<file path="src/rtl/u8dec_pkg.sv">
// Shared types and constants for the UTF-8 byte stream decoder.
package u8dec_pkg;

    localparam int unsigned MAX_STRING_BYTES = 65536;
    localparam int unsigned POS_W            = 17;
    localparam int unsigned CP_W             = 21;
    localparam int unsigned POS_FIELD_MAX    = (1 << POS_W) - 1;
    localparam int unsigned POS_CAP_INT      = (MAX_STRING_BYTES < POS_FIELD_MAX) ?
                                               MAX_STRING_BYTES : POS_FIELD_MAX;
    localparam logic [POS_W-1:0] POS_CAP     = POS_CAP_INT[POS_W-1:0];

    typedef enum logic [1:0] {
        ST_OK      = 2'd0,
        ST_TRUNC   = 2'd1,
        ST_BADCONT = 2'd2,
        ST_BADLEAD = 2'd3
    } t_status;

    typedef struct packed {
        logic [7:0] byte_in;
        logic       end_of_string;
    } t_in_item;

    typedef struct packed {
        logic [CP_W-1:0]  code_point;
        t_status          status;
        logic [POS_W-1:0] error_pos;
        logic             last_result;
    } t_out_item;

    typedef struct packed {
        logic [1:0]       bytes_pending;
        logic [CP_W-1:0]  partial_value;
        logic [POS_W-1:0] byte_index;
        logic             discarding;
    } t_dec_state;

endpackage

</file>
<file path="src/rtl/u8dec_step.sv">
// Per-byte decode logic: next decoder state and the optional result word.
module u8dec_step import u8dec_pkg::*; (
    input  t_dec_state i_state,
    input  t_in_item   i_item,
    output t_dec_state o_state,
    output logic       o_res_valid,
    output t_out_item  o_res
);

    logic [7:0]       b;
    logic             eos;
    logic [POS_W-1:0] pos_inc;
    logic             err;
    t_status          err_st;
    logic [POS_W-1:0] err_pos;
    t_dec_state       nxt;

    assign b   = i_item.byte_in;
    assign eos = i_item.end_of_string;
    assign pos_inc = (i_state.byte_index >= POS_CAP) ? POS_CAP
                                                     : i_state.byte_index + 1'b1;

    always_comb begin
        nxt         = i_state;
        o_res_valid = 1'b0;
        o_res       = '0;
        err         = 1'b0;
        err_st      = ST_OK;
        err_pos     = i_state.byte_index;
        o_state     = i_state;

        if (i_state.discarding) begin
            if (eos) begin
                o_state = '0;
            end else begin
                o_state.byte_index = pos_inc;
            end
        end else begin
            if (i_state.bytes_pending == 2'd0) begin
                if (!b[7]) begin
                    o_res_valid       = 1'b1;
                    o_res.code_point  = {{(CP_W-8){1'b0}}, b};
                    o_res.status      = ST_OK;
                    o_res.last_result = eos;
                end else if (b[7:5] == 3'b110) begin
                    nxt.partial_value = {{(CP_W-5){1'b0}}, b[4:0]};
                    nxt.bytes_pending = 2'd1;
                end else if (b[7:4] == 4'b1110) begin
                    nxt.partial_value = {{(CP_W-4){1'b0}}, b[3:0]};
                    nxt.bytes_pending = 2'd2;
                end else if (b[7:3] == 5'b11110) begin
                    nxt.partial_value = {{(CP_W-3){1'b0}}, b[2:0]};
                    nxt.bytes_pending = 2'd3;
                end else begin
                    err    = 1'b1;
                    err_st = ST_BADLEAD;
                end
            end else if (b[7:6] != 2'b10) begin
                err    = 1'b1;
                err_st = ST_BADCONT;
            end else begin
                nxt.partial_value = {i_state.partial_value[CP_W-7:0], b[5:0]};
                nxt.bytes_pending = i_state.bytes_pending - 2'd1;
                if (nxt.bytes_pending == 2'd0) begin
                    o_res_valid       = 1'b1;
                    o_res.code_point  = nxt.partial_value;
                    o_res.status      = ST_OK;
                    o_res.last_result = eos;
                    nxt.partial_value = '0;
                end
            end

            // string ends with a sequence still open
            if (!err && eos && nxt.bytes_pending != 2'd0) begin
                err     = 1'b1;
                err_st  = ST_TRUNC;
                err_pos = pos_inc;
            end

            if (err) begin
                o_res_valid       = 1'b1;
                o_res.code_point  = '0;
                o_res.status      = err_st;
                o_res.error_pos   = err_pos;
                o_res.last_result = 1'b1;
                o_state           = '0;
                if (!eos) begin
                    o_state.discarding = 1'b1;
                    o_state.byte_index = pos_inc;
                end
            end else if (eos) begin
                o_state = '0;
            end else begin
                o_state            = nxt;
                o_state.byte_index = pos_inc;
            end
        end
    end

endmodule

</file>
<file path="src/rtl/utf8_byte_stream_decoder.sv">
// Top level of the streaming UTF-8 decoder: input stage, state and result register.
//
// Input channel (i_valid / o_ready / i_data) carries one byte of an encoded
// string per word, with end_of_string set on the final byte. Output channel
// (o_valid / i_ready / o_data) carries one result word per completed code
// point or per error; bytes inside a sequence and discarded bytes give none.
// Errors (bad lead, bad continuation, truncation) are reported once with
// their byte position and last_result set; the rest of the string is dropped.
// Throughput: one byte per cycle while the output is not stalled. An accepted
// byte is held in the input register and its result in the result register.
// The path is one input register, the decode logic and one result register.
// While the receiver stalls, the input register still takes one more byte,
// and bytes that give no result keep flowing through. o_ready falls only
// when the input register holds a byte with a result and the result
// register is full and not being taken.
// Reset (synchronous, active low) empties both registers and returns the
// decoder to the start of a string.
module utf8_byte_stream_decoder import u8dec_pkg::*; (
    input  logic      i_clk,
    input  logic      i_rst_n,
    input  logic      i_valid,
    output logic      o_ready,
    input  t_in_item  i_data,
    output logic      o_valid,
    input  logic      i_ready,
    output t_out_item o_data
);

    logic       r_in_valid, n_in_valid;
    t_in_item   r_in, n_in;
    t_dec_state r_state, n_state;
    logic       r_out_valid, n_out_valid;
    t_out_item  r_out, n_out;

    t_dec_state step_state;
    logic       step_res_valid;
    t_out_item  step_res;
    logic       advance;

    u8dec_step u_step (
        .i_state    (r_state),
        .i_item     (r_in),
        .o_state    (step_state),
        .o_res_valid(step_res_valid),
        .o_res      (step_res)
    );

    assign advance = r_in_valid && (!step_res_valid || !r_out_valid || i_ready);
    assign o_ready = !r_in_valid || advance;
    assign o_valid = r_out_valid;
    assign o_data  = r_out;

    always_comb begin
        n_in_valid  = r_in_valid;
        n_in        = r_in;
        n_state     = r_state;
        n_out_valid = r_out_valid;
        n_out       = r_out;

        if (r_out_valid && i_ready) begin
            n_out_valid = 1'b0;
        end
        if (advance) begin
            n_state    = step_state;
            n_in_valid = 1'b0;
            if (step_res_valid) begin
                n_out_valid = 1'b1;
                n_out       = step_res;
            end
        end
        if (i_valid && o_ready) begin
            n_in_valid = 1'b1;
            n_in       = i_data;
        end
    end

    always_ff @(posedge i_clk) begin
        if (!i_rst_n) begin
            r_in_valid  <= 1'b0;
            r_out_valid <= 1'b0;
            r_state     <= '0;
        end else begin
            r_in_valid  <= n_in_valid;
            r_out_valid <= n_out_valid;
            r_state     <= n_state;
        end
        r_in  <= n_in;
        r_out <= n_out;
    end

endmodule

</file>
<file path="config.mk">
export PLATFORM = sky130hd
export DESIGN_NAME = utf8_byte_stream_decoder
export DESIGN_NICKNAME = d
export VERILOG_FILES = /design/src/rtl/u8dec_pkg.sv /design/src/rtl/u8dec_step.sv /design/src/rtl/utf8_byte_stream_decoder.sv
export SDC_FILE = /design/constraint.sdc
export NUM_CORES = 1
export LEC_CHECK = 0
export CORE_MARGIN = 5
export CORE_UTILIZATION = 45
export DETAILED_ROUTE_END_ITERATION = 12
export DONT_BUFFER_PORTS = 1
export PLACE_DENSITY = 0.67
export RECOVER_POWER = 50
export SLEW_MARGIN = 20
export SYNTH_ARGS = -nofsm -noshare
export SYNTH_HDL_FRONTEND = slang
export SYNTH_HIERARCHICAL = 1
export SYNTH_SLANG_ARGS = --single-unit
</file>
<file path="constraint.sdc">
create_clock -name i_clk -period 2.92 [get_ports i_clk]
set_input_delay 0.584 -clock i_clk [delete_from_list [all_inputs] [get_ports i_clk]]
set_output_delay 0.584 -clock i_clk [all_outputs]
set_load 0.02 [all_outputs]
</file>
# Word-level counts from Yosys, hierarchy flattened
# Cells that the tools add are included.
[word_totals]
register_bits = 87
in_bits = 13
output_inout_bits = 43
elab_cells = 98
[classes]
n_addsub = 2
magnitude_cmp = 1
eq_ne = 8
muxes = 53
n_bitwise = 1
n_reduce_logical = 21
[op_table]
columns = ["cell", "count"]
rows = [
  ["$mux 23", 11],
  ["$mux 41", 3],
  ["$mux 17", 3],
  ["$mux 1", 25],
  ["$mux 21", 1],
  ["$mux 20", 1],
  ["$mux 18", 1],
  ["$add 17x1->17 const B", 1],
  ["$ge 17x17->1 const B", 1],
  ["$mux 2", 7],
  ["$mux 9", 1],
  ["$ne 6x6->1 const B", 1],
  ["$eq 5x5->1 const B", 1],
  ["$logic_and 1x1->1", 5],
  ["$reduce_and 5->1", 1],
  ["$eq 4x4->1 const B", 1],
  ["$logic_not 1->1", 4],
  ["$logic_not 2->1", 2],
  ["$ne 2x2->1 const B", 2],
  ["$ne 4x3->1 const B", 1],
  ["$ne 4x4->1 const B", 1],
  ["$reduce_and 2->1", 2],
  ["$reduce_bool 2->1", 2],
  ["$reduce_or 2->1", 2],
  ["4 further kinds", 6],
]

# Longest topological paths before layout
# Gate-level depths: netlist of run 1.
[logic_depth]
word_depth = 21
mapped_depth = 13
ltp_nobuf = 11

# By module
# Netlist of run 1, hierarchy kept.
[modules_own_cells]
columns = ["mod", "n_inst", "cells_per_inst", "area_per_inst_um2", "seq_area_each_um2"]
rows = [
  ["utf8_byte_stream_decoder", 1, 239, 3285.7, 2362.3],
  ["u8dec_step", 1, 258, 1625.3, 0.0],
]

# Worst setup path after synthesis of run 1
# OpenSTA, ideal clock, no wires.
[synth_timing]
kind = "reg-to-reg"
from = "reg r_state[39] (netlist name)"
to = "reg r_out, in the netlist o_data[0] (enable)"
setup_time_ps = 380
arrival_ps = 2796
required_ps = 2540
setup_slack_ps = -256
path_stages_with_launch = 14
n_path_buf = 3
synth_period_minus_slack_ps = 3176
path_cell_list = "dfxtp_1 inv_1 ha_1 buf_4 inv_2 a21oi_1 o2111a_2 o21a_1 nor3_1 nor2_1 a21boi_2 buf_6 buf_8 and2_2"
[synth_between]
elab_chain_cells = 17
word_cells_on_any_way = 28
cone_classes = "add/sub (1); mux (16); reduce/logical (11)"
[synth_rtl]
columns = ["element", "line_no", "rtl"]
rows = [
  ["start, declared", "utf8_byte_stream_decoder.sv:31", "t_dec_state r_state, n_state;"],
  ["start signal, assigned", "utf8_byte_stream_decoder.sv:85", "r_state <= n_state;"],
  ["$mux 23", "u8dec_step.sv:51", "end else if (b[7:3] == 5'b11110) begin"],
  ["$mux 23", "u8dec_step.sv:48", "end else if (b[7:4] == 4'b1110) begin"],
  ["$mux 23", "u8dec_step.sv:45", "end else if (b[7:5] == 3'b110) begin"],
  ["$mux 23", "u8dec_step.sv:40", "if (!b[7]) begin"],
  ["$mux 23", "u8dec_step.sv:39", "if (i_state.bytes_pending == 2'd0) begin"],
  ["$mux 23", "u8dec_step.sv:32", "if (i_state.discarding) begin"],
  ["$reduce_bool 2->1", "u8dec_step.sv:74", "if (!err && eos && nxt.bytes_pending != 2'd0) begin"],
  ["$logic_and 1x1->1", "u8dec_step.sv:74", ""],
  ["$mux 1", "u8dec_step.sv:74", ""],
  ["$mux 1", "u8dec_step.sv:32", ""],
  ["$mux 1 *", "u8dec_step.sv:80", "if (err) begin"],
  ["$mux 1 *", "u8dec_step.sv:32", ""],
  ["named net step_res_valid", "utf8_byte_stream_decoder.sv:36", "logic step_res_valid;"],
  ["$logic_not 1->1", "utf8_byte_stream_decoder.sv:48", "assign advance = r_in_valid && (!step_res_valid || !r_out_valid || i_ready);"],
  ["$logic_or 1x1->1 (2 in series)", "utf8_byte_stream_decoder.sv:48", ""],
  ["$logic_and 1x1->1", "utf8_byte_stream_decoder.sv:48", ""],
  ["$reduce_and 2->1 (no source line) *", "-", ""],
  ["end signal, assigned", "utf8_byte_stream_decoder.sv:88", "r_out <= n_out;"],
  ["end, declared", "utf8_byte_stream_decoder.sv:33", "t_out_item r_out, n_out;"],
]
# Mark *: on every way through the listed nets, which the timed path passes. The rest lies on a longest branch. The select of a mux whose other input is x is not followed.
# A chain may end at the register's enable or synchronous reset.

# Worst setup path in the final report of run 1
[layout_timing]
from = "reg r_state[39] (netlist name)"
to = "out o_ready"
[layout_between]
elab_chain_cells = 17
word_cells_on_any_way = 28
cone_classes = "add/sub (1); mux (16); reduce/logical (11)"
[layout_rtl]
columns = ["element", "line_no", "rtl"]
rows = [
  ["$mux 23", "u8dec_step.sv:51", ""],
  ["$mux 23", "u8dec_step.sv:48", ""],
  ["$mux 23", "u8dec_step.sv:45", ""],
  ["$mux 23", "u8dec_step.sv:40", ""],
  ["$mux 23", "u8dec_step.sv:39", ""],
  ["$mux 23", "u8dec_step.sv:32", ""],
  ["$reduce_bool 2->1", "u8dec_step.sv:74", ""],
  ["$logic_and 1x1->1", "u8dec_step.sv:74", ""],
  ["$mux 1", "u8dec_step.sv:74", ""],
  ["$mux 1", "u8dec_step.sv:32", ""],
  ["$mux 1 *", "u8dec_step.sv:80", ""],
  ["$mux 1 *", "u8dec_step.sv:32", ""],
  ["named net step_res_valid", "utf8_byte_stream_decoder.sv:36", ""],
  ["$logic_not 1->1 *", "utf8_byte_stream_decoder.sv:48", ""],
  ["$logic_or 1x1->1 * (2 in series)", "utf8_byte_stream_decoder.sv:48", ""],
  ["$logic_and 1x1->1 *", "utf8_byte_stream_decoder.sv:48", ""],
  ["$logic_or 1x1->1 *", "utf8_byte_stream_decoder.sv:49", "assign o_ready = !r_in_valid || advance;"],
  ["end, declared", "utf8_byte_stream_decoder.sv:22", "output logic o_ready,"],
]
# Marks and branches as above.

==> results_dict.tcl, run 1 <==
set metrics [dict create \
    grt_antenna_before_repair 0 \
    dpl_cell_area_mm2 0.004731 \
    startpoint_type "register" \
    area_delta_synth_final_pct 9.371 \
    yosysWarnings 6 \
    firstDrtPassIters 5 \
    grt_overflow 0 \
    timing.critical_path.buf_inv 1 \
    core_mm2 0.01018 \
    grt_pass1_wl_um 16170 \
    power_density_mw_per_mm2 474.7 \
    cts_tree "done" \
    fp-row-count 37 \
    fillers 939 \
    insertion_delay_ps 370 \
    slowest_stage "dfxtp_4" \
    arrival_ps 2250 \
    dp_hpwl_um 6474 \
    grt_max_degree 73 \
    max_stage_delay_ps 370 \
    clock-sinks 87 \
    ir_drop_mv 0.2069 \
    setup_viol 0 \
    hold_violations 0 \
    max_slew_margin_pct 39.95 \
    min_period_ps 2836 \
    port_buffers 0 \
    critPathCaptureType "primary output" \
    fin_crit_sh_pct 97.13 \
    netlist_area_mm2 0.004633 \
    hold_path_class "in2reg" \
    cap_violations 0 \
    holdWs_ps 297.1 \
    status "complete, no violations" \
    nets 491 \
    critical-path-top-delay-family "simple AND/OR/NAND/NOR gates" \
    dieArea_mm2 0.01243 \
    start_util_pct 45.49 \
    synthCells 467 \
    vias 3385 \
    place.gp.congestion 0.9316 \
    die_h_um 111.5 \
    via_per_inst 5.504 \
    cts_buffers 9 \
    power.leakage_nw 1.729 \
    cp_cell_sequence "inv_4, ha_4, and3_1, a21oi_1, o2111a_2, o21a_4, nor3_4, nor2_2, and2_4, nand2_2" \
    drc 0 \
    fmax_mhz 352.6 \
    drtIter0Drc 258 \
    wl_um 9984 \
    syn-num-nets 484 \
    clk_path_buf_depth 2 \
    wl_per_cell_um 16.23 \
    grt_use_total_pct 15.97 \
    grt_pass1_vias 3091 \
    io_pins 56 \
    cts_root_buf "clkbuf_8" \
    stdcell_area_mm2 0.005067 \
    cp_max_fo 7 \
    drv_slew 0 \
    required_ps 2340 \
    finalSetupTns_ps 0 \
    antenna_cells 0 \
    fin_skew_ps 11.88 \
    rsz0062_at_grt "no" \
    worstMarginPinSlew_ps 899.5 \
    crit_type "reg2out" \
    antenna_left 0 \
    avgSynthCellArea_um2 9.921 \
    h-tree-depth 3 \
    fp.dieW_um 111.5 \
    drive_gt1_share_pct 16.70 \
    clk_pin_slew_worst_paths_ps 100 \
]
==> worst paths after layout <==
path,startpoint,to,slack [ps],depth (start not counted)
worst max-delay path,r_state[39],o_ready,80,10
worst max register to register,r_state[39],o_data[8],310,12
worst min register to register,r_state[31],r_state[31],480,2
worst min-delay path,i_data[4],r_in[4],300,0
==> state kept, by name (all words and copies together) (netlist names) <==
signal / cells
o_data: 41
o_valid: 1
r_in: 9
r_in_valid: 1
r_state: 35
==> power breakdown <==
part	total [mW]	switching [mW]	internal, mW	leakage, nW
Combinational	0.206	0.124	0.0819	0.835
Clock	0.826	0.479	0.347	0.0967
Sequential	1.37	0.0447	1.33	0.798
Total	2.41	0.648	1.76	1.73
==> timing repair <==
item | CTS | global route
cloned | 0 | 0
hold buffers | 0 | 0
setup endpoints to repair | 10 | 1
pin swaps | 2 | 4
resized for setup | 6 | 6
setup buffers | 4 | 10
hold endpoints to repair | 0 | 0
==> per-layer routing <==
layer / share of wire, % / up-vias / global-route usage (%)
met2: 47 / 103 / 25.77
li1: - / 1656 / -
met5: 0 / - / 0
met4: 2.3 / 0 / 7.299
met1: 45 / 1607 / 20.60
met3: 5.2 / 19 / 3.424
==> per-stage QoR <==
stage	cells	worst slack, ps	utilization, %	power, mW
floorplan	467	18.97	-	1.558
global placement	585	80.70	46.45	1.581
detailed placement	585	-6.924	46.45	1.585
CTS	605	14.35	48.83	2.407
global route	615	1.852	49.75	2.497
finish	615	83.81	49.75	2.406
==> cell usage in the layout, fill, tap and decap left out, drive strengths merged, types with 3 or more instances in the layout <==
| master | n |
|---|---|
| nand2 | 87 |
| edfxtp | 50 |
| nor2 | 41 |
| dfxtp | 37 |
| mux2i | 35 |
| buf | 28 |
| a21oi | 25 |
| and2 | 25 |
| o21ai | 18 |
| inv | 13 |
| a22o | 11 |
| clkbuf | 10 |
| xnor2 | 9 |
| nand3 | 7 |
| or4b | 6 |
| nor3 | 6 |
| and3 | 6 |
| a22oi | 5 |
| or3 | 5 |
| nor2b | 5 |
| or2 | 4 |
| a32oi | 4 |
| ha | 4 |
| nand2b | 3 |
| or4 | 3 |
| and4 | 3 |
==> layout make-up <==
class	instances	area (um^2)	share of cell area, %
tap	136	170.2	3.358
timing repair buffer	28	247.7	4.889
clock inverter	6	52.55	1.037
multi-input combinational	338	2173	42.89
clock buffer	10	137.6	2.716
inverter	10	40.04	0.7901
sequential	87	2246	44.32
(Power assumes the default switching activity.)
==> run 2: changes to the inputs <==
--- a/config.mk
+++ b/config.mk
@@ -5,10 +5,11 @@
 export SDC_FILE = /design/constraint.sdc
 export NUM_CORES = 1
 export LEC_CHECK = 0
-export CORE_MARGIN = 5
 export CORE_UTILIZATION = 45
+export CTS_CLUSTER_DIAMETER = 40
 export DETAILED_ROUTE_END_ITERATION = 12
 export DONT_BUFFER_PORTS = 1
+export HOLD_SLACK_MARGIN = 0.06
 export PLACE_DENSITY = 0.67
 export RECOVER_POWER = 50
 export SLEW_MARGIN = 20
==> run 2 against run 1 <==
Against the previous run:
- combinational power barely moved
- non-clock buffer count stayed put
- clock power is 7.0% higher
- via count down 0.24%
- clock skew increased by 4.9 ps
- core utilization is 1.5 points higher
- sequential power about the same
- routed wire length fell by 5.7%
- first-iteration DRC count shrank 32%
- critical endpoint unchanged
==> results_dict.tcl, run 2 (synthesis gave the netlist of run 1 again) <==
set metrics [dict create \
    power.leakage_nw 1.742 \
    wl_per_cell_um 15.39 \
    h-tree-depth 3 \
    wl_um 9418 \
    p_sw_uw 621.2 \
    insertion_delay_ps 370 \
    gr-usage-met1_pct 23.94 \
    totalPowerFinal_mw 2.463 \
    cap_violations 0 \
    arrival_ps 2240 \
    port_buffers 0 \
    firstDrtPassIters 5 \
    layout_common_cells "nand2_1, edfxtp_1, nor2_1, dfxtp_1, mux2i_1" \
    ff2ff_path_depth 13 \
    core_mm2 0.009864 \
    clkPwrFrac_pct 35.9 \
    dpl.cell_count 584 \
    fmax_mhz 354.6 \
    status "complete, no violations" \
    grt_antenna_before_repair 0 \
    crit_path_start "r_state[40]" \
    r2r-end "o_data[10]" \
    seq_power_share_pct 55.8 \
    max_slew_margin_pct 39.60 \
    fin_ws_ps 100.0 \
    io_pins 56 \
    grt_pass1_wl_um 14840 \
    swShare_pct 25.23 \
    combPwrFrac_pct 8.3 \
    max_stage_delay_ps 330 \
    r2r_start "r_state[40]" \
    critPathCaptureType "primary output" \
    fin_skew_ps 16.78 \
    grt_pass1_vias 3017 \
    rrSetupSlack_ps 130 \
    cp_max_fo 8 \
    layout_commonest_cell "nand2_1" \
    dpl_cell_area_mm2 0.004730 \
    drtIter0Drc 176 \
    busiest_layer "met2" \
    die_h_um 103.5 \
    min_period_ps 2820 \
    slowest_stage "dfxtp_1" \
    clk_pin_slew_worst_paths_ps 100 \
    start_util_pct 46.97 \
    power_density_mw_per_mm2 486.7 \
    timing.critical_path.buf_inv 1 \
    grt.met2_usage_pct 28.37 \
    endpoint "o_ready" \
    hold_path_class "in2reg" \
    grt_use_total_pct 18.33 \
    fin_crit_sh_pct 96.57 \
    cts_root_buf "clkbuf_8" \
    antenna_left 0 \
    intPower_mw 1.841 \
    worstMarginPinSlew_ps 904.7 \
    dp_hpwl_um 6124 \
    crit_type "reg2out" \
    required_ps 2340 \
    fp-row-count 36 \
    clk_path_buf_depth 2 \
    vias 3377 \
    fp.dieW_um 103.5 \
    holdWs_ps 302.2 \
    hold_violations 0 \
    use_met3_pct 4.503 \
    grt_overflow 0 \
    cp_cell_sequence "inv_2, ha_4, and3_1, a21oi_1, o2111a_2, o21a_4, nor3_2, nor2_1, and2_4, nand2_4" \
    nets 491 \
    pre_cts_slack_ps 56.56 \
    via_per_inst 5.518 \
    area_delta_synth_final_pct 9.209 \
    stdcell_area_mm2 0.005060 \
    clock-sinks 87 \
    drc 0 \
    path_depth 10 \
    setup_viol 0 \
    cts_buffers 9 \
    dieArea_mm2 0.01071 \
    drv_slew 0 \
    cts_tree "done" \
    startpoint_type "register" \
    drive_gt1_share_pct 16.49 \
    grt_max_degree 73 \
    ir_drop_mv 0.2139 \
    critical-path-top-delay-family "simple AND/OR/NAND/NOR gates" \
    place.gp.congestion 0.8780 \
    layout.cells.non_filler 612 \
    cts_hold_buffers 0 \
    largest_register_ffs 41 \
    antenna_cells 0 \
]
## run 2: routing by layer
layer  vias to the layer above  wire length (um)
li1                       1654                 -
met1                      1611              4306
met2                        99              4465
met3                        13               481
met4                         0               166
met5                         -                 0
## run 2: worst min path at each step
| stage | startpoint | end | slack, ps | cells past startpoint |
|---|---|---|---|---|
| floorplan | r_state[0] | r_state[0] | 440 | 2 |
| global placement | r_state[29] | r_state[29] | 450 | 2 |
| detailed placement | r_state[29] | r_state[29] | 460 | 2 |
| CTS | i_data[3] | r_in[3] | 290 | 0 |
| global route | i_data[8] | r_in[8] | 280 | 0 |
| finish | i_data[8] | r_in[8] | 300 | 0 |
## run 2: final cells by class
| cell class | instances | area (um^2) |
|---|---|---|
| clock buffer | 10 | 137.6 |
| clock inverter | 6 | 72.57 |
| fill | 874 | 4805 |
| inverter | 10 | 37.54 |
| multi-input combinational | 338 | 2167 |
| sequential | 87 | 2243 |
| tap | 133 | 166.4 |
| timing repair buffer | 28 | 235.2 |
## run 2: timing repair
| item | 4_1_cts | 5_1_grt |
|---|---|---|
| pin swaps | 3 | 4 |
| resized for setup | 6 | 4 |
| setup endpoints to repair | 1 | 41 |
| endpoints found under the hold margin | 0 | 0 |
| buffers inserted | 4 | 8 |
## run 2: power groups by stage
stage	Sequential (mW)	Combinational (mW)	Clock [mW]
after floorplan	1.39	0.164	0
after global placement	1.40	0.177	0
after detailed placement	1.40	0.178	0
after CTS	1.38	0.187	0.903
after global routing	1.38	0.219	0.956
final	1.37	0.204	0.884
## run 2: stage by stage
step / setup TNS [ps] / utilization (%)
floorplan: 0 / -
CTS: 0 / 50.56
global placement: 0 / 47.95
detailed placement: 0 / 47.95
global route: -22.71 / 51.29
finish: 0 / 51.29
